<file path="src/rtl/sha_pkg.sv">
// Shared types, constants and functions for the SHA-256 stream hash block.
// No dependencies.
`default_nettype none

package sha_pkg;

  localparam int unsigned BLOCK_BYTES = 64;
  localparam int unsigned LEN_POS     = 56;
  localparam logic [7:0]  PAD_BYTE    = 8'h80;
  localparam int unsigned ROUNDS      = 64;
  localparam int unsigned HASH_WORDS  = 8;
  localparam int unsigned SCHED_WORDS = 16;

  localparam logic [31:0] IV_TAB [HASH_WORDS] = '{
    32'h6a09e667, 32'hbb67ae85, 32'h3c6ef372, 32'ha54ff53a,
    32'h510e527f, 32'h9b05688c, 32'h1f83d9ab, 32'h5be0cd19
  };

  localparam logic [31:0] K_TAB [ROUNDS] = '{
    32'h428a2f98, 32'h71374491, 32'hb5c0fbcf, 32'he9b5dba5,
    32'h3956c25b, 32'h59f111f1, 32'h923f82a4, 32'hab1c5ed5,
    32'hd807aa98, 32'h12835b01, 32'h243185be, 32'h550c7dc3,
    32'h72be5d74, 32'h80deb1fe, 32'h9bdc06a7, 32'hc19bf174,
    32'he49b69c1, 32'hefbe4786, 32'h0fc19dc6, 32'h240ca1cc,
    32'h2de92c6f, 32'h4a7484aa, 32'h5cb0a9dc, 32'h76f988da,
    32'h983e5152, 32'ha831c66d, 32'hb00327c8, 32'hbf597fc7,
    32'hc6e00bf3, 32'hd5a79147, 32'h06ca6351, 32'h14292967,
    32'h27b70a85, 32'h2e1b2138, 32'h4d2c6dfc, 32'h53380d13,
    32'h650a7354, 32'h766a0abb, 32'h81c2c92e, 32'h92722c85,
    32'ha2bfe8a1, 32'ha81a664b, 32'hc24b8b70, 32'hc76c51a3,
    32'hd192e819, 32'hd6990624, 32'hf40e3585, 32'h106aa070,
    32'h19a4c116, 32'h1e376c08, 32'h2748774c, 32'h34b0bcb5,
    32'h391c0cb3, 32'h4ed8aa4a, 32'h5b9cca4f, 32'h682e6ff3,
    32'h748f82ee, 32'h78a5636f, 32'h84c87814, 32'h8cc70208,
    32'h90befffa, 32'ha4506ceb, 32'hbef9a3f7, 32'hc67178f2
  };

  // schedule window controls
  typedef struct packed {
    logic       push;       // shift one byte into the block
    logic [7:0] push_byte;
    logic       roll;       // advance the message schedule by one word
  } sched_ctl_t;

  // round datapath controls
  typedef struct packed {
    logic       load;       // working vars <= hash
    logic       step;       // one compression round
    logic       fold;       // hash += working vars
    logic       shift_out;  // move next digest word up, refill with IV
    logic [5:0] rnd;
    logic [2:0] out_idx;
  } round_ctl_t;

  function automatic logic [31:0] rotr(input logic [31:0] x, input int unsigned n);
    rotr = (x >> n) | (x << (32 - n));
  endfunction

  function automatic logic [31:0] big_s0(input logic [31:0] x);
    big_s0 = rotr(x, 2) ^ rotr(x, 13) ^ rotr(x, 22);
  endfunction

  function automatic logic [31:0] big_s1(input logic [31:0] x);
    big_s1 = rotr(x, 6) ^ rotr(x, 11) ^ rotr(x, 25);
  endfunction

  function automatic logic [31:0] small_s0(input logic [31:0] x);
    small_s0 = rotr(x, 7) ^ rotr(x, 18) ^ (x >> 3);
  endfunction

  function automatic logic [31:0] small_s1(input logic [31:0] x);
    small_s1 = rotr(x, 17) ^ rotr(x, 19) ^ (x >> 10);
  endfunction

endpackage

`default_nettype wire

</file>
<file path="src/rtl/sha256_stream_hash_unit.sv">
// SHA-256 stream hash top level: sequencer, byte count and padding control.
// Depends on sha_pkg, sha_sched and sha_round.
//
// Input channel (in_valid/in_stall, op, data_byte): op 0 absorbs one message
// byte, op 1 closes the message. in_stall is high whenever the sequencer is
// busy; an absorb that does not fill a block leaves the sequencer idle.
// Every 64th byte starts a compression: 64 rounds on the single round unit,
// one round per cycle, followed by a fold into the hash words.
// A finish pushes 0x80, zero padding and the 8-byte bit length through the
// same byte path at one byte per cycle, with one or two compressions, and
// then presents the digest: 8 transfers on the output channel
// (out_valid/out_stall, digest_word, word_index, last_word), word 0 first,
// last_word set on word 7.
// A stalled output word holds steady; input stays stalled until word 7 has
// been taken, after which the hash is back at its initial values.
// Synchronous reset returns to idle with an empty block, zero byte count
// and the initial hash values.
`default_nettype none

module sha256_stream_hash_unit import sha_pkg::*; (
  input  logic        clk,
  input  logic        rst,
  input  logic        in_valid,
  output logic        in_stall,
  input  logic        op,
  input  logic [7:0]  data_byte,
  output logic        out_valid,
  input  logic        out_stall,
  output logic [31:0] digest_word,
  output logic [2:0]  word_index,
  output logic        last_word
);

  localparam logic [2:0] S_IDLE = 3'd0;
  localparam logic [2:0] S_PAD1 = 3'd1;
  localparam logic [2:0] S_PADZ = 3'd2;
  localparam logic [2:0] S_PADL = 3'd3;
  localparam logic [2:0] S_RND  = 3'd4;
  localparam logic [2:0] S_FOLD = 3'd5;
  localparam logic [2:0] S_OUT  = 3'd6;

  localparam logic [5:0] FILL_LAST = 6'(BLOCK_BYTES - 1);
  localparam logic [5:0] FILL_LEN  = 6'(LEN_POS);
  localparam logic [5:0] RND_LAST  = 6'(ROUNDS - 1);
  localparam logic [2:0] IDX_LAST  = 3'(HASH_WORDS - 1);

  logic [2:0]  state, state_next;
  logic [2:0]  resume, resume_next;
  logic [5:0]  fill, fill_next;
  logic [5:0]  rnd, rnd_next;
  logic [2:0]  idx, idx_next;
  logic [60:0] msg_bytes, msg_bytes_next;
  logic [63:0] len_bits, len_bits_next;

  sched_ctl_t  sctl;
  round_ctl_t  rctl;
  logic [31:0] w_cur;

  assign in_stall   = (state != S_IDLE);
  assign out_valid  = (state == S_OUT);
  assign word_index = idx;
  assign last_word  = (idx == IDX_LAST);

  always_comb begin
    state_next     = state;
    resume_next    = resume;
    fill_next      = fill;
    rnd_next       = rnd;
    idx_next       = idx;
    msg_bytes_next = msg_bytes;
    len_bits_next  = len_bits;
    sctl           = '0;
    rctl           = '0;
    rctl.rnd       = rnd;
    rctl.out_idx   = idx;

    unique case (state)
      S_IDLE: begin
        if (in_valid) begin
          if (!op) begin
            sctl.push      = 1'b1;
            sctl.push_byte = data_byte;
            fill_next      = fill + 6'd1;
            msg_bytes_next = msg_bytes + 61'd1;
            if (fill == FILL_LAST) begin
              rctl.load   = 1'b1;
              rnd_next    = '0;
              resume_next = S_IDLE;
              state_next  = S_RND;
            end
          end else begin
            len_bits_next  = {msg_bytes, 3'b000};
            msg_bytes_next = '0;
            state_next     = S_PAD1;
          end
        end
      end
      S_PAD1: begin
        sctl.push      = 1'b1;
        sctl.push_byte = PAD_BYTE;
        fill_next      = fill + 6'd1;
        state_next     = S_PADZ;
        if (fill == FILL_LAST) begin
          rctl.load   = 1'b1;
          rnd_next    = '0;
          resume_next = S_PADZ;
          state_next  = S_RND;
        end
      end
      S_PADZ: begin
        if (fill == FILL_LEN) begin
          state_next = S_PADL;
        end else begin
          sctl.push      = 1'b1;
          sctl.push_byte = 8'h00;
          fill_next      = fill + 6'd1;
          if (fill == FILL_LAST) begin
            rctl.load   = 1'b1;
            rnd_next    = '0;
            resume_next = S_PADZ;
            state_next  = S_RND;
          end
        end
      end
      S_PADL: begin
        // length bytes go out most significant first; the eighth fills the block
        sctl.push      = 1'b1;
        sctl.push_byte = len_bits[63:56];
        len_bits_next  = {len_bits[55:0], 8'h00};
        fill_next      = fill + 6'd1;
        if (fill == FILL_LAST) begin
          rctl.load   = 1'b1;
          rnd_next    = '0;
          idx_next    = '0;
          resume_next = S_OUT;
          state_next  = S_RND;
        end
      end
      S_RND: begin
        rctl.step = 1'b1;
        sctl.roll = 1'b1;
        rnd_next  = rnd + 6'd1;
        if (rnd == RND_LAST) begin
          state_next = S_FOLD;
        end
      end
      S_FOLD: begin
        rctl.fold  = 1'b1;
        state_next = resume;
      end
      S_OUT: begin
        if (!out_stall) begin
          rctl.shift_out = 1'b1;
          idx_next       = idx + 3'd1;
          if (idx == IDX_LAST) begin
            state_next = S_IDLE;
          end
        end
      end
      default: begin
        state_next = S_IDLE;
      end
    endcase
  end

  always_ff @(posedge clk) begin
    if (rst) begin
      state     <= S_IDLE;
      resume    <= S_IDLE;
      fill      <= '0;
      rnd       <= '0;
      idx       <= '0;
      msg_bytes <= '0;
    end else begin
      state     <= state_next;
      resume    <= resume_next;
      fill      <= fill_next;
      rnd       <= rnd_next;
      idx       <= idx_next;
      msg_bytes <= msg_bytes_next;
    end
  end

  always_ff @(posedge clk) begin
    len_bits <= len_bits_next;
  end

  sha_sched u_sched (
    .clk   (clk),
    .ctl   (sctl),
    .w_cur (w_cur)
  );

  sha_round u_round (
    .clk         (clk),
    .rst         (rst),
    .ctl         (rctl),
    .w           (w_cur),
    .digest_word (digest_word)
  );

endmodule

`default_nettype wire

</file>
<file path="src/rtl/sha_sched.sv">
// Block buffer and rolling message schedule: a 16-word window that takes
// bytes in during absorb and rolls one word per round. Depends on sha_pkg.
`default_nettype none

module sha_sched import sha_pkg::*; (
  input  logic       clk,
  input  sched_ctl_t ctl,
  output logic [31:0] w_cur
);

  logic [31:0] win [SCHED_WORDS];
  logic [31:0] w_new;

  assign w_cur = win[0];
  assign w_new = small_s1(win[14]) + win[9] + small_s0(win[1]) + win[0];

  always_ff @(posedge clk) begin
    if (ctl.push) begin
      // whole window acts as one 512-bit byte shifter, first byte ends up on top
      for (int i = 0; i < SCHED_WORDS - 1; i++) begin
        win[i] <= {win[i][23:0], win[i+1][31:24]};
      end
      win[SCHED_WORDS-1] <= {win[SCHED_WORDS-1][23:0], ctl.push_byte};
    end else if (ctl.roll) begin
      for (int i = 0; i < SCHED_WORDS - 1; i++) begin
        win[i] <= win[i+1];
      end
      win[SCHED_WORDS-1] <= w_new;
    end
  end

endmodule

`default_nettype wire

</file>
<file path="src/rtl/sha_round.sv">
// Shared compression round unit with the working variables and hash words.
// Depends on sha_pkg.
`default_nettype none

module sha_round import sha_pkg::*; (
  input  logic        clk,
  input  logic        rst,
  input  round_ctl_t  ctl,
  input  logic [31:0] w,
  output logic [31:0] digest_word
);

  logic [31:0] work [HASH_WORDS];
  logic [31:0] hash [HASH_WORDS];
  logic [31:0] t1;
  logic [31:0] t2;

  always_comb begin
    t1 = work[7] + big_s1(work[4]) + ((work[4] & work[5]) ^ (~work[4] & work[6]))
       + K_TAB[ctl.rnd] + w;
    t2 = big_s0(work[0]) + ((work[0] & work[1]) ^ (work[0] & work[2]) ^ (work[1] & work[2]));
  end

  assign digest_word = hash[0];

  always_ff @(posedge clk) begin
    if (ctl.load) begin
      for (int i = 0; i < HASH_WORDS; i++) begin
        work[i] <= hash[i];
      end
    end else if (ctl.step) begin
      work[7] <= work[6];
      work[6] <= work[5];
      work[5] <= work[4];
      work[4] <= work[3] + t1;
      work[3] <= work[2];
      work[2] <= work[1];
      work[1] <= work[0];
      work[0] <= t1 + t2;
    end
  end

  always_ff @(posedge clk) begin
    if (rst) begin
      for (int i = 0; i < HASH_WORDS; i++) begin
        hash[i] <= IV_TAB[i];
      end
    end else if (ctl.fold) begin
      for (int i = 0; i < HASH_WORDS; i++) begin
        hash[i] <= hash[i] + work[i];
      end
    end else if (ctl.shift_out) begin
      // after eight shifts the hash holds the initial values again
      for (int i = 0; i < HASH_WORDS - 1; i++) begin
        hash[i] <= hash[i+1];
      end
      hash[HASH_WORDS-1] <= IV_TAB[ctl.out_idx];
    end
  end

endmodule

`default_nettype wire

</file>
<file path="config.mk">
export PLATFORM = sky130hd
export DESIGN_NAME = sha256_stream_hash_unit
export DESIGN_NICKNAME = d
export VERILOG_FILES = /design/src/rtl/sha_pkg.sv /design/src/rtl/sha256_stream_hash_unit.sv /design/src/rtl/sha_sched.sv /design/src/rtl/sha_round.sv
export SDC_FILE = /design/constraint.sdc
export NUM_CORES = 2
export LEC_CHECK = 0
export BUFFER_PORTS_ARGS = -buffer_cell sky130_fd_sc_hd__buf_4
export CAP_MARGIN = 10
export CELL_PAD_IN_SITES_DETAIL_PLACEMENT = 1
export CELL_PAD_IN_SITES_GLOBAL_PLACEMENT = 1
export CORE_MARGIN = 3
export CORE_UTILIZATION = 55
export CTS_CLUSTER_SIZE = 25
export DETAILED_ROUTE_END_ITERATION = 12
export PLACE_DENSITY = 0.95
export SYNTH_ARGS = -nofsm -noshare
export SYNTH_HDL_FRONTEND = slang
export SYNTH_SLANG_ARGS = --single-unit
</file>
<file path="constraint.sdc">
create_clock -name clk -period 59.7 [get_ports clk]
set_input_delay 2.985 -clock clk [delete_from_list [all_inputs] [get_ports clk]]
set_output_delay 2.985 -clock clk [all_outputs]
set_load 0.05 [all_outputs]
</file>
==> results by group <==
Detailed routing
  • Post-route ant nets: 0
  • Vias per cell: 6.648
  • Via total after detailed routing: 66440
  • Drt total wl: 298.2 mm
  • Detailed Routing Iterations Pass 1: 6
  • Post-route DRC: 0
  • Detailed Route Iter0 Violations: 7802
  • Avg WL per Cell: 29.84 um

Synth
  • Post-synth cell types: 84
  • Mean Syn Cell Area: 9.281 um2
  • Net Count, Synth: 8878
  • Post-synth top area share: 42.43%
  • Area leader, netlist: edfxtp_1
  • Seq/Total Area, Yosys: 44.57%
  • Post-Syn Instances: 8266
  • EDFF count, synth: 1084
  • Post-synth ARST share: 0%
  • Post-Syn Area: 76710 um2
  • Ranking of synthesized cells by area: edfxtp_1 (42%), nand2_1 (12%), ha_1 (6.6%)
  • Total number of yosys warnings: 0
  • Ys flop type: edfxtp_1
  • Yosys reg bits: 1166

Clocking
  • Cts bufs inserted: 136
  • Worst skew pair latency: 0.81 ns
  • H-tree depth: 4
  • CTS tree: done
  • Clock Sinks: 1166
  • Post-CTS sizing: 0
  • Post-CTS setup buffers: 0
  • Clk root buf: clkbuf_16
  • Hold_buf cts: 0
  • Clock slew at reported path FFs: 0.06 ns
  • Clock tree buffer depth: 3

Global routing
  • Vias in the first global route: 69840
  • Total gr overflow: 0
  • Global-route usage over all layers: 41.03%
  • Pin count of the biggest net entering global routing: 196
  • Antenna violations before repair: 5
  • Global-route wire length before repair: 445.0 mm

Die
  • Chip Height: 379.5 um
  • Initial Util: 55.59%
  • Row count: 136
  • IO Pins: 51
  • Die Width: 379.5 um
  • Core box area: 138000 um2
  • Die ar.: 144000 um2

Timing
  • Max-slew headroom: 17.43%
  • Tightest Pin Transition: 1.230 ns
  • Final setup vio count: 0
  • Post-Route Setup TNS: 0 ns
  • Peak Freq: 93.47 MHz
  • Final hold vios: 0
  • RSZ-0062 raised after global routing: false
  • Final Critical Period: 10.70 ns
  • Final period utilization: 17.92%
  • Max Slew Vio Count: 0
  • Setup Skew: 0.06065 ns

Setup path
  • CP max-delay cell: o21ai_0
  • Arrival time at the worst endpoint: 11.19 ns
  • Critical path's largest stage delay: 0.66 ns
  • Critical Path RT: 60.19 ns
  • CP Class: reg -> reg
  • Crit path max fanout: 33
  • Critical path endpoint category: register
  • Startpoint types: register

Cells and area
  • Share of layout cells above drive strength 1: 5.264%
  • Area growth, synth to finish: 7.641%
  • Layout Nets: 8632
  • Layout fillers: 15320
  • Multi-input logic area: 39520 um2
  • Register Area: 34200 um2
  • Commonest non-fill, non-tap cell in the layout: nand2_1
  • Commonest cells after routing, fill and taps aside: nand2_1 (2429), edfxtp_1 (1084), a21oi_1 (573)

Run
  • # Max-Cap Violations: 0

Power
  • P_leak: 32.88 nW
  • VDD IR-drop max: 0.04561 mV
  • Pwr per Cell Area: 38.29 nW/um2
  • Total power: 3.162 mW

Min path
  • Worst min-delay path class: reg -> reg

Place
  • Routability Congestion: 0.9558
  • HPWL Detailed: 199.3 mm
  • # port buffers: 50

Run status
  • Outcome: finished clean
metrics by stage:
stage / setup slack [ns] / utilization, % / instances / hold slack (ns) / instance area [um2]
final: 49.00 / 59.84 / 9995 / 0.5054 / 82580
after global routing: 48.27 / 59.83 / 9993 / 0.5416 / 82570
after CTS: 49.19 / 59.83 / 9993 / 0.5017 / 82570
after detailed placement: 49.20 / 56.58 / 9745 / 0.4879 / 78090
after global placement: 49.27 / 56.58 / 9745 / 0.4674 / 78090
after floorplan: 36.20 / - / 8266 / 0.4510 / 76710
worst max-delay path, delay by kind of cell (launching register included):
family          cells  cell delay [ns]
xor+xnor            2             0.41
buf+inv             4             0.85
simple gates        8             1.32
flops               1             0.30
fa+ha+maj           8             3.56
compound gates     17             3.94
path summary, 6_finish.rpt:
| check | from | endpoint | slack [ns] | cells after the start |
|---|---|---|---|---|
| hold / removal | resume[2] | resume[2] | 0.51 | 2 |
| setup / recovery | rnd[0] | u_round.work[0][29] | 49.00 | 39 |
| hold reg to reg | resume[2] | resume[2] | 0.51 | 2 |
| setup reg to reg | rnd[0] | u_round.work[0][29] | 49.00 | 39 |
cells in the mapped netlist (60+ instances only):
master    number
a21o_1       190
a21oi_1      574
clkbuf_1     441
dfxtp_1       82
edfxtp_1    1084
fa_1         195
ha_1         404
inv_1        282
nand2_1     2433
nand2b_1      71
nand3_1       85
nor2_1       370
nor2b_1       60
nor3_1        68
o21ai_0      448
xnor2_1      384
xor2_1       207
cells by family after synthesis:
kind of cell / after synthesis / share of synthesized area, %
AND/OR/NAND/NOR: 3298 / 17.65
AO/OA/AOI/OAI: 1697 / 13.56
flip-flops: 1166 / 44.57
buffers and inverters: 792 / 4.051
adder cells (fa/ha/maj): 625 / 12.02
XOR/XNOR: 591 / 6.747
multiplexers: 97 / 1.404
layout make-up:
class                           instances  share of cell area, %
Timing Repair Buffer                  122                  1.155
Multi-Input combinational cell       6308                  47.86
Antenna cell                            2               0.006061
Clock inverter                         72                  1.053
Inverter                              286                  1.309
Tap cell                             1863                  2.823
Clock buffer                          176                  4.377
Sequential cell                      1166                  41.42
where the power goes:
part	total [mW]	internal, mW	switching (mW)	leakage (nW)
clock	0.864	0.475	0.389	2.15
combinational	1.20	0.436	0.768	20.4
sequential	1.09	1.01	0.0872	10.3
total	3.16	1.92	1.24	32.9
flip-flops by register name (all words and copies together) (netlist names):
signal        cells
u_sched.win     512
u_round.hash    256
u_round.work    256
len_bits         61
msg_bytes        61
fill              6
rnd               6
state             3
word_index        3
resume            2
routing by layer:
layer | part of all wire, % | track usage [%] | up-vias
met2 | 47 | 67.77 | 3903
met5 | 0.0097 | 0 | -
li1 | - | - | 28000
met3 | 8.6 | 7.919 | 1240
met4 | 7.9 | 27.08 | 4
met1 | 36 | 48.93 | 33290
Power figures use the tool's default switching activity.
